$ cat src/hdl/sps_pkg.sv
// package with constants shared by the serial protocol sniffer
package sps_pkg;

    localparam int unsigned SampleSizeDefault = 64;
    localparam int unsigned MinBurst          = 4;

    localparam int unsigned ClassWidth  = 3;
    localparam int unsigned SampleWidth = 7;

    localparam logic [7:0] PairFirst  = 8'h94;
    localparam logic [7:0] PairSecond = 8'hC3;
    localparam logic [7:0] EndMark    = 8'hC0;
    localparam logic [7:0] PrintLow   = 8'h20;
    localparam logic [7:0] PrintHigh  = 8'h7E;
    localparam logic [7:0] CharLf     = 8'h0A;
    localparam logic [7:0] CharCr     = 8'h0D;
    localparam logic [7:0] CharTab    = 8'h09;
    localparam logic [7:0] CharDollar = 8'h24;

    localparam logic [ClassWidth-1:0] ClassPair   = 3'd0;
    localparam logic [ClassWidth-1:0] ClassEndMrk = 3'd1;
    localparam logic [ClassWidth-1:0] ClassGps    = 3'd2;
    localparam logic [ClassWidth-1:0] ClassModem  = 3'd3;
    localparam logic [ClassWidth-1:0] ClassText   = 3'd4;
    localparam logic [ClassWidth-1:0] ClassBinary = 3'd5;

    localparam logic ReqData    = 1'b0;
    localparam logic ReqRestart = 1'b1;

endpackage

$ cat src/hdl/sps_in_if.sv
// input channel carrying received bytes and restart requests
interface sps_in_if;
    logic       valid;
    logic       ready;
    logic       req_type;
    logic [7:0] data_byte;
    logic       burst_end;

    modport source (output valid, output req_type, output data_byte, output burst_end,
                    input ready);
    modport sink   (input valid, input req_type, input data_byte, input burst_end,
                    output ready);
endinterface

$ cat src/hdl/sps_out_if.sv
// output channel carrying the protocol decision
interface sps_out_if;
    logic       valid;
    logic       ready;
    logic [2:0] protocol_class;
    logic       hex_display;
    logic [6:0] sample_count;

    modport source (output valid, output protocol_class, output hex_display,
                    output sample_count, input ready);
    modport sink   (input valid, input protocol_class, input hex_display,
                    input sample_count, output ready);
endinterface

$ cat src/hdl/serial_protocol_sniffer_core.sv
// serial protocol sniffer: classifies the first bytes of a stream
// an accepted item is held in the input register, then updates the flags and, on a decision, the result register
// throughput: one item per cycle while no result waits in the output register
// a result waiting in the output register stalls the input register
// reset clears all flags and counters and leaves both channels empty
module serial_protocol_sniffer_core #(
    parameter int unsigned SAMPLE_SIZE = sps_pkg::SampleSizeDefault
) (
    input  logic      clk,
    input  logic      rst_n,
    sps_in_if.sink    rx,
    sps_out_if.source result
);
    import sps_pkg::*;

    localparam int unsigned CW = $clog2(SAMPLE_SIZE + 1);
    localparam logic [CW-1:0] SampleLimit = CW'(SAMPLE_SIZE);
    localparam logic [CW-1:0] BurstLimit  = CW'(MinBurst);

    logic       in_valid_reg;
    logic       in_req_reg;
    logic [7:0] in_byte_reg;
    logic       in_end_reg;

    logic [CW-1:0] byte_count_reg, byte_count_next;
    logic [CW-1:0] print_count_reg, print_count_next;
    logic [7:0]    prev_reg, prev_next;
    logic [7:0]    prev2_reg, prev2_next;
    logic          first_end_reg, first_end_next;
    logic          pair_reg, pair_next;
    logic          framing_reg, framing_next;
    logic          gps_reg, gps_next;
    logic          modem_reg, modem_next;
    logic          decided_reg, decided_next;

    logic                  out_valid_reg, out_valid_next;
    logic [ClassWidth-1:0] class_reg, class_next;
    logic                  hex_reg, hex_next;
    logic [SampleWidth-1:0] count_out_reg, count_out_next;

    logic          advance;
    logic          fire;
    logic          printable;
    logic          at_match, ok_match, gps_match;
    logic [CW+1:0] print_x4, count_x3;
    logic [CW+6:0] count_wide;

    assign advance  = in_valid_reg && (!out_valid_reg || result.ready);
    assign rx.ready = !in_valid_reg || advance;

    assign printable = (in_byte_reg >= PrintLow && in_byte_reg <= PrintHigh)
                       || in_byte_reg == CharLf || in_byte_reg == CharCr
                       || in_byte_reg == CharTab;
    assign at_match  = (prev_reg == "A" || prev_reg == "a")
                       && (in_byte_reg == "T" || in_byte_reg == "t");
    assign ok_match  = prev_reg == "O" && in_byte_reg == "K";
    assign gps_match = (prev_reg == "G" && (in_byte_reg == "P" || in_byte_reg == "N"
                       || in_byte_reg == "L" || in_byte_reg == "A"))
                       || (prev_reg == "B" && in_byte_reg == "D");

    always_comb
    begin
        byte_count_next  = byte_count_reg;
        print_count_next = print_count_reg;
        prev_next        = prev_reg;
        prev2_next       = prev2_reg;
        first_end_next   = first_end_reg;
        pair_next        = pair_reg;
        framing_next     = framing_reg;
        gps_next         = gps_reg;
        modem_next       = modem_reg;
        decided_next     = decided_reg;
        fire             = 1'b0;

        if (advance)
        begin
            if (in_req_reg == ReqRestart)
            begin
                byte_count_next  = '0;
                print_count_next = '0;
                prev_next        = '0;
                prev2_next       = '0;
                first_end_next   = 1'b0;
                pair_next        = 1'b0;
                framing_next     = 1'b0;
                gps_next         = 1'b0;
                modem_next       = 1'b0;
                decided_next     = 1'b0;
            end
            else if (!decided_reg)
            begin
                if (byte_count_reg == '0)
                begin
                    first_end_next = (in_byte_reg == EndMark);
                end
                else
                begin
                    if (first_end_reg && in_byte_reg == EndMark)
                        framing_next = 1'b1;
                    if (prev_reg == PairFirst && in_byte_reg == PairSecond)
                        pair_next = 1'b1;
                    if ((byte_count_reg == CW'(1) || prev2_reg == CharLf)
                        && (at_match || ok_match))
                        modem_next = 1'b1;
                    if (byte_count_reg >= CW'(2) && prev2_reg == CharDollar && gps_match)
                        gps_next = 1'b1;
                end
                if (printable)
                    print_count_next = print_count_reg + CW'(1);
                prev2_next      = prev_reg;
                prev_next       = in_byte_reg;
                byte_count_next = byte_count_reg + CW'(1);
                if (byte_count_next >= SampleLimit
                    || (in_end_reg && byte_count_next >= BurstLimit))
                begin
                    fire         = 1'b1;
                    decided_next = 1'b1;
                end
            end
        end
    end

    assign print_x4   = {print_count_next, 2'b00};
    assign count_x3   = {2'b00, byte_count_next} + {1'b0, byte_count_next, 1'b0};
    assign count_wide = {7'd0, byte_count_next};

    always_comb
    begin
        if (pair_next)
            class_next = ClassPair;
        else if (framing_next)
            class_next = ClassEndMrk;
        else if (gps_next)
            class_next = ClassGps;
        else if (modem_next)
            class_next = ClassModem;
        else if (print_x4 > count_x3)
            class_next = ClassText;
        else
            class_next = ClassBinary;
        hex_next       = (class_next == ClassPair || class_next == ClassEndMrk
                          || class_next == ClassBinary);
        count_out_next = count_wide[SampleWidth-1:0];
        if (fire)
            out_valid_next = 1'b1;
        else if (result.ready)
            out_valid_next = 1'b0;
        else
            out_valid_next = out_valid_reg;
    end

    always_ff @(posedge clk or negedge rst_n)
    begin
        if (!rst_n)
        begin
            in_valid_reg    <= 1'b0;
            out_valid_reg   <= 1'b0;
            byte_count_reg  <= '0;
            print_count_reg <= '0;
            prev_reg        <= '0;
            prev2_reg       <= '0;
            first_end_reg   <= 1'b0;
            pair_reg        <= 1'b0;
            framing_reg     <= 1'b0;
            gps_reg         <= 1'b0;
            modem_reg       <= 1'b0;
            decided_reg     <= 1'b0;
        end
        else
        begin
            if (rx.ready)
                in_valid_reg <= rx.valid;
            out_valid_reg   <= out_valid_next;
            byte_count_reg  <= byte_count_next;
            print_count_reg <= print_count_next;
            prev_reg        <= prev_next;
            prev2_reg       <= prev2_next;
            first_end_reg   <= first_end_next;
            pair_reg        <= pair_next;
            framing_reg     <= framing_next;
            gps_reg         <= gps_next;
            modem_reg       <= modem_next;
            decided_reg     <= decided_next;
        end
    end

    always_ff @(posedge clk)
    begin
        if (rx.ready && rx.valid)
        begin
            in_req_reg  <= rx.req_type;
            in_byte_reg <= rx.data_byte;
            in_end_reg  <= rx.burst_end;
        end
        if (fire)
        begin
            class_reg     <= class_next;
            hex_reg       <= hex_next;
            count_out_reg <= count_out_next;
        end
    end

    assign result.valid          = out_valid_reg;
    assign result.protocol_class = class_reg;
    assign result.hex_display    = hex_reg;
    assign result.sample_count   = count_out_reg;

`ifndef SYNTHESIS
    a_result_only_when_decided: assert property (@(posedge clk) disable iff (!rst_n)
        out_valid_reg |-> decided_reg)
        else $error("result pending without a decision");

    a_hex_matches_class: assert property (@(posedge clk) disable iff (!rst_n)
        out_valid_reg |-> hex_reg == (class_reg == ClassPair || class_reg == ClassEndMrk
                                      || class_reg == ClassBinary))
        else $error("hex display flag disagrees with class");

    a_count_bounded: assert property (@(posedge clk) disable iff (!rst_n)
        byte_count_reg <= SampleLimit && print_count_reg <= byte_count_reg)
        else $error("byte counters out of range");

    a_silent_after_decision: assert property (@(posedge clk) disable iff (!rst_n)
        (decided_reg && !(advance && in_req_reg == ReqRestart)) |=> !fire)
        else $error("second decision without restart");
`endif

endmodule
$ cat src/flat_wrapper.sv
// flat-port wrapper written by rule: the top's interface ports become plain ports
module serial_protocol_sniffer_core_flat import sps_pkg::*;
#(
    parameter int unsigned SAMPLE_SIZE = sps_pkg::SampleSizeDefault
)
  (clk, rst_n, rx_valid, rx_req_type, rx_data_byte, rx_burst_end, rx_ready, result_valid, result_protocol_class, result_hex_display, result_sample_count, result_ready);
  sps_in_if rx_i ();
  sps_out_if result_i ();
  input  logic clk;
  input  logic rst_n;
  input wire logic [$bits(rx_i.valid)-1:0] rx_valid;
  input wire logic [$bits(rx_i.req_type)-1:0] rx_req_type;
  input wire logic [$bits(rx_i.data_byte)-1:0] rx_data_byte;
  input wire logic [$bits(rx_i.burst_end)-1:0] rx_burst_end;
  output wire logic [$bits(rx_i.ready)-1:0] rx_ready;
  output wire logic [$bits(result_i.valid)-1:0] result_valid;
  output wire logic [$bits(result_i.protocol_class)-1:0] result_protocol_class;
  output wire logic [$bits(result_i.hex_display)-1:0] result_hex_display;
  output wire logic [$bits(result_i.sample_count)-1:0] result_sample_count;
  input wire logic [$bits(result_i.ready)-1:0] result_ready;
  assign rx_i.valid = rx_valid;
  assign rx_i.req_type = rx_req_type;
  assign rx_i.data_byte = rx_data_byte;
  assign rx_i.burst_end = rx_burst_end;
  assign rx_ready = rx_i.ready;
  assign result_valid = result_i.valid;
  assign result_protocol_class = result_i.protocol_class;
  assign result_hex_display = result_i.hex_display;
  assign result_sample_count = result_i.sample_count;
  assign result_i.ready = result_ready;
  serial_protocol_sniffer_core #(.SAMPLE_SIZE(SAMPLE_SIZE)) u_core (.clk(clk), .rst_n(rst_n), .rx(rx_i), .result(result_i));
endmodule
$ cat config.mk
export PLATFORM = sky130hd
export DESIGN_NAME = serial_protocol_sniffer_core_flat
export DESIGN_NICKNAME = d
export VERILOG_FILES = /design/src/hdl/sps_pkg.sv /design/src/hdl/sps_in_if.sv /design/src/hdl/sps_out_if.sv /design/src/hdl/serial_protocol_sniffer_core.sv /design/src/flat_wrapper.sv
export SDC_FILE = /design/constraint.sdc
export NUM_CORES = 1
export LEC_CHECK = 0
export BUFFER_PORTS_ARGS = -buffer_cell sky130_fd_sc_hd__buf_2
export CAP_MARGIN = 10
export CORE_MARGIN = 1.5
export CORE_UTILIZATION = 60
export CTS_CLUSTER_DIAMETER = 60
export CTS_CLUSTER_SIZE = 30
export DETAILED_ROUTE_END_ITERATION = 8
export GPL_TIMING_DRIVEN = 0
export PLACE_DENSITY_LB_ADDON = 0.08
export SYNTH_ARGS = -nofsm -noshare
export SYNTH_HDL_FRONTEND = slang
export SYNTH_SLANG_ARGS = --single-unit
$ cat constraint.sdc
create_clock -name clk -period 6.1 [get_ports clk]
set_clock_uncertainty 0.2 [all_clocks]
set_input_delay 0.61 -clock clk [delete_from_list [all_inputs] [get_ports clk]]
set_output_delay 0.61 -clock clk [all_outputs]
set_load 0.05 [all_outputs]
==> After elaboration in Yosys (flattened, before gate mapping) <==
Index checks and enable logic that the tools add are counted.
{ "totals": {"ram_bits": 0, "mem_count": 0, "register_bits": 59, "output_inout_bits": 13, "mem_bits_ro": 0, "word_cells": 136, "latchBits": 0, "in_bits": 14} }
{ "op_classes": {"n_addsub": 3, "reduce_logical": 37, "bitwise": 0, "order_cmp": 6, "n_shift": 0, "multipliers": 0, "mux": 47, "n_eq_ne": 25, "div_mod_pow": 0} }
{ "ops": {"columns": ["operator", "n"], "rows": [
  ["equality test 8 x 7 -> 1 bit, second input constant", 13],
  ["two-way mux 7 bit", 7],
  ["equality test 8 x 4 -> 1 bit, second input constant", 4],
  ["two-way mux 1 bit", 32],
  ["two-way mux 8 bit", 4],
  ["equality test 8 bit, second input constant", 3],
  ["logical OR 1 bit", 16],
  ["adder 7 x 1 -> 7 bit, second input constant", 2],
  ["logical AND 1 bit", 13],
  ["two-way mux 3 bit", 4],
  ["adder 7 x 8 -> 9 bit", 1],
  ["> comparator 9 bit", 1],
  ["equality test 8 x 6 -> 1 bit, second input constant", 1],
  ["greater-or-equal comparator 8 x 6 -> 1 bit, second input constant", 1],
  ["<= comparator 8 x 7 -> 1 bit, second input constant", 1],
  ["equality test 7 x 1 -> 1 bit, second input constant", 1],
  ["greater-or-equal comparator 7 x 2 -> 1 bit, second input constant", 1],
  ["greater-or-equal comparator 7 x 3 -> 1 bit, second input constant", 1],
  ["greater-or-equal comparator 7 bit, second input constant", 1],
  ["zero test 7 bit", 1],
  ["nonzero test 2 bit", 2],
  ["equality test 3 x 1 -> 1 bit, second input constant", 1],
  ["equality test 3 bit, second input constant", 1],
  ["zero test 3 bit", 1],
  ["4 further kinds", 5]
]} }

==> Logic depth before layout (Yosys ltp) <==
Gate-level depths: netlist of run 1.
{ "depth": {"ltp_word": 18, "mapped_depth": 19, "ltp_nobuf": 18} }

==> Worst setup path before layout of run 1 <==
No wires, ideal clock.
{ "synth_path": {"path_kind": "input to register", "startpoint": "in result_ready", "endpoint": "reg u_core.class_reg[0], in the netlist u_core.result.protocol_class[0] (data pin)", "setup_slack_ns": 1.515, "path_buffers": 2, "path_stages": 19, "t_arrival_ns": 4.123, "setup_ns": 0.262, "path_cell_list": "nand2b_1 buf_2 and3_1 clkbuf_1 nor2_1 ha_1 fa_1 a21o_1 a21oi_1 o21bai_1 a21oi_1 xor2_1 ha_1 nand4_1 or3_1 a211o_1 a22oi_1 o21a_1 a221oi_2"} }
{ "synth_via": {"elab_chain_len": 10} }
{ "synth_lines": {"columns": ["element", "line", "text"], "rows": [
  ["from (decl)", "flat_wrapper.sv:20", "input wire logic [$bits(result_i.ready)-1:0] result_ready;"],
  ["logical OR 1 bit", "serial_protocol_sniffer_core.sv:48", "assign advance = in_valid_reg && (!out_valid_reg || result.ready);"],
  ["logical AND 1 bit", "serial_protocol_sniffer_core.sv:48", null],
  ["two-way mux 7 bit", "serial_protocol_sniffer_core.sv:75", "if (advance)"],
  ["net u_core.byte_count_next[1]", "serial_protocol_sniffer_core.sv:25", "logic [CW-1:0] byte_count_reg, byte_count_next;"],
  ["adder 7 x 8 -> 9 bit", "serial_protocol_sniffer_core.sv:124", "assign count_x3 = {2'b00, byte_count_next} + {1'b0, byte_count_next, 1'b0};"],
  ["> comparator 9 bit", "serial_protocol_sniffer_core.sv:137", "else if (print_x4 > count_x3)"],
  ["two-way mux 1 bit", "serial_protocol_sniffer_core.sv:137", null],
  ["two-way mux 3 bit", "serial_protocol_sniffer_core.sv:135", "else if (modem_next)"],
  ["two-way mux 3 bit", "serial_protocol_sniffer_core.sv:133", "else if (gps_next)"],
  ["two-way mux 3 bit", "serial_protocol_sniffer_core.sv:131", "else if (framing_next)"],
  ["two-way mux 3 bit", "serial_protocol_sniffer_core.sv:129", "if (pair_next)"],
  ["net u_core.class_next[0]", "serial_protocol_sniffer_core.sv:37", "logic [ClassWidth-1:0] class_reg, class_next;"],
  ["to (signal assigned)", "serial_protocol_sniffer_core.sv:197", "class_reg <= class_next;"],
  ["to (decl)", "serial_protocol_sniffer_core.sv:37", null]
]} }
The timed path passes the listed nets, and every way through them passes these cells.
A chain may end at the register's enable or synchronous reset.

==> Final worst setup path of run 1 <==
Same ends and word-level chain as after synthesis.

==> flow_summary_export.csv, run 1 <==
group,metric,value,unit
floorplan,fp.coreArea,0.00514,mm²
route,drtIter0Drc,140,
route,drc,0,
job,maxCapViolations,0,
route,ant_nets,0,
logic_synthesis,ys_seq_area_share,48.9,%
grt,grt_pass1_vias,2380,
setup_path,startpoint_type,"primary input",
setup_path,path_class,"primary input to register",
outcome,outcome,"completed",
clock_tree,holdBufCountCts,0,
setup_path,cp.required,5.99,ns
route,viasPerCell,6.20,
logic_synthesis,synth-edff-count,21,
route,num_vias,2534,
logic_synthesis,synth_ff_type,"dfrtp_1",
sta,drv_slew,0,
layout,drive_above_1_share,15.9,%
sta,fin_crit_sh,87.8,%
setup_path,slowest_stage,"clkbuf_1",
floorplan,ioPinCount,27,
clock_tree,clock_latency,0.34,ns
clock_tree,cts_made_buffers,9,
setup_path,worst-path-buf-inv,4,
sta,timing.slew.headroom,36.8,%
logic_synthesis,syn-mean-instance-area,10.9,µm²
sta,fin_crit,5.35,ns
floorplan,initial_core_util,62.9,%
sta,hold_viol_final,0,
clock_tree,htreeDepth,3,
layout,antenna_cells,0,
sta,holdWs,0.195,ns
setup_path,crit_family,"compound AO/OA/AOI/OAI gates",
floorplan,fp-row-count,26,
setup_path,r2r-end,"u_core.result.protocol_class[0]",
clock_tree,cts_sinks,59,
clock_tree,cts_tree,"done",
floorplan,dieArea,0.00584,mm²
grt,overflow,0,
setup_path,reg2reg_depth,17,
grt,grt_start_max_net_pins,39,
setup_path,arrival,5.24,ns
sta,tightest_slew,0.939,ns
worst_hold_path,hp-class,"primary input to asynchronous set/reset pin",
setup_path,end_kind,"register",
power_and_ir_drop,leakage,1.63,nW
clock_tree,cts_setup_buffers,0,
power_and_ir_drop,power.density,347,mW/mm²
layout,fin_nets,369,
route,first_pass_iters,5,
clock_tree,cts_root_buf,"clkbuf_8",
setup_path,cp_cell_sequence,"buf_2 -> nand2b_1 -> buf_2 -> o211ai_1 -> clkbuf_1 -> clkbuf_1 -> o21ai_0 -> o21ai_0 -> ha_1 -> a21oi_1 -> o21bai_1 -> a21oi_1 -> xor2_1 -> ha_1 -> nand4_1 -> or3_1 -> a211o_1 -> a22oi_1 -> o21a_1 -> a221oi_2",
clock_tree,clkTransAtPathRegs,0.07,ns
logic_synthesis,synth_area,0.00323,mm²
setup_path,cp_slowest_stage_delay,0.44,ns
sta,setup_violations,0,
logic_synthesis,ys_async_sr_fraction,64.4,%
clock_tree,cts_buffer_depth,2,
setup_path,critPathMaxFanout,10,
placed_design,globalplace.congestion,0.956,
sta,max_freq,0.187,GHz
layout,syn_to_final_growth,12.7,%
grt,grt_pass1_wl,11800,µm
grt,grt_use_total,26.2,%
setup_path,r2r_start,"u_core.in_valid_reg",
logic_synthesis,syn_inst,297,
logic_synthesis,ys_warn_count,0,
layout,utilization,70.9,%
sta,rsz0062_at_grt,"false",
setup_path,reg2reg_setup_slack,0.77,ns
power_and_ir_drop,irDropWorstVdd,0.219,mV
route,wirelength,6940,µm
floorplan,die_y,76.4,µm
logic_synthesis,ys_types,66,
floorplan,die_w,76.4,µm
sta,setup_tns,0,ns
placed_design,place.port_buffers,26,
route,wl_per_cell,17.0,µm
logic_synthesis,synth-seq-cells,59,
placed_design,hpwl,4970,µm
logic_synthesis,synth_nets,332,
grt,antenna_found_initial,0,
clock_tree,ctsResizeCount,0,
==> placed cells by master (no fill, tap or decap), types with 9 or more instances in the layout <==
cell and instances:
a21oi_1 13, a22o_1 15, buf_2 28, clkbuf_1 10, clkbuf_8 9, dfrtp_1 38
edfxtp_1 21, ha_1 20, inv_1 12, nand2_1 15, nand3_1 9, nand4_1 9
nor2_1 21, o21ai_0 9
==> power breakdown <==
| group | switching, mW | leakage [nW] | internal (mW) |
|---|---|---|---|
| clock network | 0.158 | 0.0849 | 0.186 |
| logic | 0.226 | 0.825 | 0.170 |
| registers | 0.0521 | 0.715 | 0.473 |
==> cells in the mapped netlist, types with 4 or more instances <==
cell | n | area [µm²]
nand2b_1 | 6 | 37.5
nor2_1 | 21 | 78.8
ha_1 | 20 | 250
a22o_1 | 15 | 131
nand2_1 | 15 | 56.3
nand3_1 | 9 | 45.0
xnor2_1 | 4 | 35.0
dfrtp_1 | 38 | 951
nor2b_1 | 5 | 31.3
o21ai_0 | 9 | 45.0
edfxtp_1 | 21 | 631
nand4_1 | 9 | 56.3
clkbuf_1 | 10 | 37.5
inv_1 | 12 | 45.0
or4_1 | 4 | 30.0
nor4_1 | 5 | 31.3
a21oi_1 | 13 | 65.1
xor2_1 | 7 | 61.3
o211ai_1 | 4 | 30.0
==> per-layer routing <==
layer	up-vias	track usage, %	part of all wire [%]
li1	1199	-	-
met5	-	0	0
met3	20	4.31	6.4
met4	0	12.4	2.8
met1	1215	38.2	47
met2	100	38.1	44
==> per-stage QoR <==
step	cell area (µm²)	power, mW	setup WS [ns]	std cells
2_1_floorplan	3230	0.819	1.51	297
3_3_place_gp	3450	0.909	0.539	393
3_5_place_dp	3450	0.919	0.560	393
4_1_cts	3640	1.26	0.805	409
5_1_grt	3640	1.34	0.424	409
6_report	3640	1.26	0.747	409
==> cell type report <==
class | instances | area (µm²)
clock buffers | 9 | 124
fillers | 408 | 1500
clock inverters | 7 | 68.8
plain buffers | 14 | 66.3
repair buffers | 26 | 130
flip-flops and latches | 59 | 1580
multi-input cells | 212 | 1540
inverters | 12 | 45.0
well taps | 70 | 87.6
==> worst max path at each step <==
stage                            start                         endpoint  slack, ns  cells past startpoint
after CTS                 result_ready  u_core.result.protocol_class[0]       0.80                     20
after floorplan           result_ready  u_core.result.protocol_class[0]       1.51                     19
after global routing      result_ready  u_core.result.protocol_class[0]       0.42                     20
final                     result_ready  u_core.result.protocol_class[0]       0.75                     20
after detailed placement  result_ready  u_core.result.protocol_class[0]       0.56                     20
after global placement    result_ready  u_core.result.protocol_class[0]       0.54                     20
==> cell families after synthesis <==
logic type,Yosys count,share of synthesized area (%)
buffers and inverters,26,3.44
AO/OA/AOI/OAI,75,17.1
XOR/XNOR,11,2.98
AND/OR/NAND/NOR,104,18.9
adder cells (fa/ha/maj),21,8.36
flip-flops,59,48.9
multiplexers,1,0.309
(Power assumes the default switching activity.)
==> inputs of run 2 (changes only) <==
Settings changed: CORE_UTILIZATION 60 to 54.
Clock period 6.1 ns to 4.5 ns, I/O delays scaled along.
==> run 2 against run 1 <==
  * Utilization is 3.9 points lower
  * Non-clock buffer count is 8 higher
  * Register-to-register slack worse by 0.63 ns
  * Via count is 1.5% lower
  * Final cell count is 3.2% higher
  * Final area is 7.6% higher
  * Sequential share of layout area is 2.9 points lower
  * Total power is 56% higher
==> flow_summary_export.csv, run 2 (same netlist as run 1, synthesis figures left out) <==
group,metric,value,unit
route,wirelength,7230,µm
placed_design,placed_cell_area,0.00346,mm²
power_and_ir_drop,irDropWorstVdd,0.255,mV
grt,grt_pass1_wl,11800,µm
layout,fill_cells,445,
route,first_pass_iters,4,
setup_path,startpoint_type,"register",
grt,grt_use_total,24.8,%
floorplan,die_y,80.4,µm
layout,final_common_cell,"dfrtp_1",
setup_path,reg2reg_depth,19,
placed_design,globalplace.congestion,0.870,
layout,fin_nets,377,
layout,drive_above_1_share,24.5,%
power_and_ir_drop,leakage,1.73,nW
sta,setup_tns,0,ns
route,viasPerCell,5.91,
grt,grt_pass1_vias,2402,
worst_hold_path,hp-class,"primary input to asynchronous set/reset pin",
clock_tree,cts_tree,"done",
clock_tree,htreeDepth,3,
clock_tree,holdBufCountCts,0,
setup_path,critPathMaxFanout,5,
layout,seq_area,0.00159,mm²
outcome,outcome,"completed",
layout,syn_to_final_growth,21.3,%
route,wl_per_cell,17.1,µm
setup_path,r2r_start,"u_core.result.valid",
placed_design,place.port_buffers,26,
route,ant_nets,0,
layout,design_area,0.00392,mm²
job,maxCapViolations,0,
route,drtIter0Drc,176,
clock_tree,clkTransAtPathRegs,0.07,ns
grt,grt_util_met2,35.8,%
grt,met3_usage,4.32,%
grt,grt.met1_usage,36.1,%
clock_tree,cts_sinks,59,
sta,drv_slew,0,
setup_path,arrival,4.25,ns
setup_path,end_kind,"register",
clock_tree,clock_latency,0.34,ns
floorplan,fp-row-count,28,
grt,grt_start_max_net_pins,39,
floorplan,die_w,80.4,µm
grt,antenna_found_initial,0,
layout,antenna_cells,0,
setup_path,reg2reg_setup_slack,0.14,ns
sta,max_freq,0.229,GHz
floorplan,fp.coreArea,0.00585,mm²
setup_path,r2r-end,"u_core.result.protocol_class[0]",
grt,grt_busiest_layer,"met1",
sta,setup_violations,0,
power_and_ir_drop,power,1.97,mW
layout,multi_input_area,0.00166,mm²
sta,fin_crit,4.36,ns
floorplan,dieArea,0.00646,mm²
route,drc,0,
setup_path,path_class,"register to register",
floorplan,initial_core_util,55.3,%
clock_tree,cts_made_buffers,9,
setup_path,cp.required,4.39,ns
sta,timing.slew.headroom,43.8,%
clock_tree,cts_root_buf,"clkbuf_8",
sta,tightest_slew,0.843,ns
clock_tree,cts_buffer_depth,2,
route,num_vias,2495,
sta,hold_viol_final,0,
power_and_ir_drop,power.density,503,mW/mm²
layout,layout_common_cells,"dfrtp_1, buf_2, edfxtp_1, nor2_1, ha_1",
placed_design,hpwl,5030,µm
sta,fin_crit_sh,96.9,%
grt,overflow,0,
floorplan,ioPinCount,27,
-- run 2: cell types whose count changed in the layout (fill, tap and decap cells not counted), sizes merged --
cell / change
bufinv: +3
buf: +9
clkinvlp: -4
-- run 2: worst max-delay path, cell delays in order, from the launching register on --
cell and delay, ns:
dfrtp_2 0.42, nand2b_4 0.08, buf_6 0.12, o211ai_1 0.14
clkbuf_8 0.19, a21o_4 0.23, ha_2 0.21, fa_2 0.35
a21o_1 0.18, a21oi_2 0.17, o21bai_1 0.10, a21oi_2 0.14
xor2_1 0.08, ha_1 0.33, nand4_1 0.14, or3_1 0.40
a211o_1 0.25, a22oi_2 0.17, o21a_1 0.17, a221oi_2 0.05
-- run 2: how the worst max path moves through the flow --
| stage | from | slack (ns) | endpoint | cells after the start |
|---|---|---|---|---|
| finish | u_core.result.valid | 0.14 | u_core.result.protocol_class[0] | 19 |
| floorplan | u_core.result.valid | 0.008 | u_core.result.protocol_class[0] | 19 |
| CTS | u_core.result.valid | 0.02 | u_core.result.protocol_class[0] | 19 |
| global route | u_core.in_valid_reg | -0.05 | u_core.result.protocol_class[0] | 18 |
| detailed placement | result_ready | -0.85 | u_core.result.protocol_class[0] | 20 |
| global placement | result_ready | -0.83 | u_core.result.protocol_class[0] | 20 |
-- run 2: repair_timing --
action                                  in CTS  in global routing
resized for setup                           18                 23
buffers inserted                             3                  4
gates cloned                                 0                  1
pin swaps                                    1                  5
endpoints found under the setup margin       2                  2
-- run 2: report_power, final --
group | switching [mW] | leakage, nW | internal (mW)
logic | 0.338 | 0.896 | 0.294
clock network | 0.208 | 0.126 | 0.420
registers | 0.0722 | 0.710 | 0.643
-- run 2: cell type report --
cell class	instances	area share [%]
Sequential cell	59	40.4
Multi-Input combinational cell	212	42.3
Inverter	12	1.15
Tap cell	75	2.39
Clock inverter	6	3.25
Timing Repair Buffer	34	4.78
Clock buffer	10	3.25
Buffer	14	2.42
-- run 2: per-layer routing --
| metal | up-vias | share of wire, % |
|---|---|---|
| li1 | 1208 | - |
| met1 | 1210 | 49 |
| met2 | 64 | 45 |
| met3 | 13 | 4.0 |
| met4 | 0 | 1.6 |
| met5 | - | 0 |
-- run 2: through the flow --
step	setup WS (ns)	utilization [%]	hold WS (ns)	instances
3_3_place_gp	-0.833	59.1	0.292	398
3_5_place_dp	-0.845	59.1	0.297	398
4_1_cts	0.0179	64.8	0.0428	417
2_1_floorplan	0.00831	-	-0.0456	297
5_1_grt	-0.0452	67.0	0.0732	422
6_report	0.141	67.0	0.0121	422
==> inputs of run 3 (changes only) <==
Settings changed: ABC_AREA set to 1.
==> run 3 against run 2 <==
  * Synthesized area rose by 3.8%
  * Global-route usage shrank 2.3 points
  * Utilization is 3.2 points lower
  * Critical path depth increased by 5
  * Non-clock buffer count fell by 15
  * Critical endpoint is now u_core.result.hex_display
  * Largest cell class is now flip-flops and latches
  * Largest power group is now combinational logic
==> flow_summary_export.csv, run 3 <==
group,metric,value,unit
sta,tightest_slew,0.946,ns
grt,overflow,0,
logic_synthesis,synth.most_common_cell,"nand2_1",
logic_synthesis,ys_async_sr_fraction,64.4,%
floorplan,die_y,81.8,µm
route,wl_per_cell,13.4,µm
clock_tree,clkTransAtPathRegs,0.07,ns
grt,grt_use_total,22.4,%
logic_synthesis,ys_seq_area_share,47.1,%
outcome,outcome,"completed",
sta,fin_crit_sh,89.9,%
route,first_pass_iters,4,
layout,fin_nets,448,
power_and_ir_drop,irDropWorstVdd,0.357,mV
logic_synthesis,synth_ff_type,"dfrtp_1",
layout,syn_to_final_growth,13.3,%
setup_path,crit_path_frequent_cell,"nand2_1",
logic_synthesis,syn-mean-instance-area,9.00,µm²
sta,fin_ws,0.455,ns
power_and_ir_drop,power.density,527,mW/mm²
route,num_vias,2534,
sta,setup_tns,0,ns
route,viasPerCell,5.14,
floorplan,die_w,81.8,µm
setup_path,reg2reg_setup_slack,0.46,ns
logic_synthesis,synth_largest_area_cell,"dfrtp_1",
setup_path,r2r-end,"u_core.result.hex_display",
setup_path,path_class,"register to register",
floorplan,ioPinCount,27,
clock_tree,htreeDepth,3,
logic_synthesis,yosys.area.top_type_share,28.3,%
setup_path,cp_slowest_stage_delay,0.40,ns
grt,grt_pass1_vias,2425,
logic_synthesis,synth_nets,408,
layout,design_area,0.00380,mm²
floorplan,dieArea,0.00670,mm²
setup_path,worst-path-buf-inv,5,
setup_path,reg2reg_depth,24,
placed_design,globalplace.congestion,0.872,
logic_synthesis,synth-seq-cells,59,
floorplan,initial_core_util,56.4,%
worst_hold_path,hp-class,"primary input to asynchronous set/reset pin",
clock_tree,clock_latency,0.33,ns
placed_design,dpl_worst_slack,0.0160,ns
sta,setup_violations,0,
grt,grt_start_max_net_pins,39,
setup_path,critPathMaxFanout,10,
logic_synthesis,synth_common_cells,"nand2_1, inv_1, dfrtp_1, nor2_1, edfxtp_1",
logic_synthesis,syn_inst,373,
sta,hold_viol_final,0,
placed_design,place.port_buffers,26,
layout,layout_common_cells,"nand2_1, inv_1, dfrtp_1, buf_2, nor2_1",
route,ant_nets,0,
grt,grt_pass1_wl,11100,µm
logic_synthesis,ys_warn_count,0,
placed_design,placed_cell_area,0.00358,mm²
sta,drv_slew,0,
clock_tree,cts_buffer_depth,2,
setup_path,slowest_stage,"dfrtp_1",
logic_synthesis,synth_area,0.00336,mm²
logic_synthesis,ys_top_cells_by_area,"dfrtp_1, edfxtp_1, nand2_1, ha_1, inv_1",
setup_path,startpoint_type,"register",
route,drtIter0Drc,126,
setup_path,crit_family,"simple AND/OR/NAND/NOR gates",
sta,max_freq,0.247,GHz
setup_path,end_kind,"register",
route,drc,0,
grt,antenna_found_initial,0,
sta,timing.slew.headroom,36.7,%
setup_path,arrival,3.94,ns
placed_design,hpwl,4980,µm
logic_synthesis,ys_types,35,
sta,fin_crit,4.04,ns
clock_tree,cts_sinks,59,
floorplan,fp.coreArea,0.00596,mm²
floorplan,fp-row-count,28,
clock_tree,cts_tree,"done",
setup_path,cp_cell_sequence,"nand2_2 -> nand2_4 -> inv_2 -> nand2_2 -> nor2_2 -> inv_2 -> buf_6 -> buf_6 -> o22ai_2 -> ha_1 -> a21oi_1 -> nand2_1 -> nand2_1 -> nand2_1 -> a21oi_1 -> xor2_1 -> ha_1 -> nand4_1 -> nor3_1 -> nand3_1 -> a21oi_2 -> nand3_1 -> nand2_1 -> inv_1",
setup_path,cp.required,4.39,ns
route,wirelength,6630,µm
clock_tree,cts_root_buf,"clkbuf_8",
setup_path,r2r_start,"u_core.result.valid",
layout,drive_above_1_share,22.7,%
layout,antenna_cells,0,
power_and_ir_drop,leakage,1.80,nW
logic_synthesis,synth-edff-count,21,
clock_tree,cts_made_buffers,9,
job,maxCapViolations,0,
sta,rsz0062_at_grt,"false",
layout,final_common_cell,"nand2_1",
## run 3: cell count changes in the layout (fill, tap and decap cells not counted), sizes merged, moves of 6 or more
cell	delta
a22o	-15
nand3	+13
nand2b	-6
o22ai	+17
buf	-6
nor3	+9
nand2	+58
clkbuf	-7
inv	+57
nor2	+14
a21oi	+8
## run 3: kinds of logic after synthesis
family,count (synthesis),synth area share (%)
xor+xnor,9,2.35
flops,59,47.1
simple gates,153,21.7
compound gates,57,11.9
fa+ha+maj,21,8.05
buf+inv,74,8.98
## run 3: per-stage QoR
stage | instances | power [mW] | util, % | hold slack (ns)
floorplan | 373 | 1.36 | - | -0.0456
global placement | 474 | 1.52 | 60.1 | 0.299
detailed placement | 474 | 1.55 | 60.1 | 0.318
CTS | 490 | 2.00 | 63.3 | 0.0509
global route | 493 | 2.16 | 63.8 | 0.0800
finish | 493 | 2.00 | 63.8 | 0.0262
## run 3: power by group
group	total, mW	leakage [nW]	switching [mW]	internal [mW]
logic	0.808	1.00	0.511	0.298
registers	0.742	0.706	0.0766	0.665
clock network	0.454	0.0973	0.208	0.246
## run 3: metal layers
metal	wire (µm)	global-route usage, %	vias to the layer above
met5	0	0	-
met4	91	9.15	0
met3	238	3.67	6
met2	2890	34.1	47
met1	3410	31.8	1168
li1	-	-	1313
## run 3: how the worst max path moves through the flow
stage                                    from                              end  slack (ns)  cells past startpoint
after floorplan           u_core.result.valid        u_core.result.hex_display        0.57                     23
after global placement           result_ready        u_core.result.hex_display        0.12                     26
after detailed placement         result_ready  u_core.result.protocol_class[0]        0.02                     26
after CTS                 u_core.result.valid        u_core.result.hex_display        0.17                     24
after global routing      u_core.result.valid        u_core.result.hex_display        0.08                     24
final                     u_core.result.valid        u_core.result.hex_display        0.46                     24
## run 3: layout make-up
cell class,count,area [µm²]
buffer,4,38.8
clock buffer,12,166
clock inverter,4,22.5
fill,528,2150
inverter,70,263
multi-input combinational,240,1480
sequential,59,1580
tap,75,93.8
timing repair buffer,29,153
## run 3: repair_timing
action	CTS	global route
resized for setup	0	2
setup endpoints to repair	0	2
hold buffers	0	0
buffers inserted	0	3
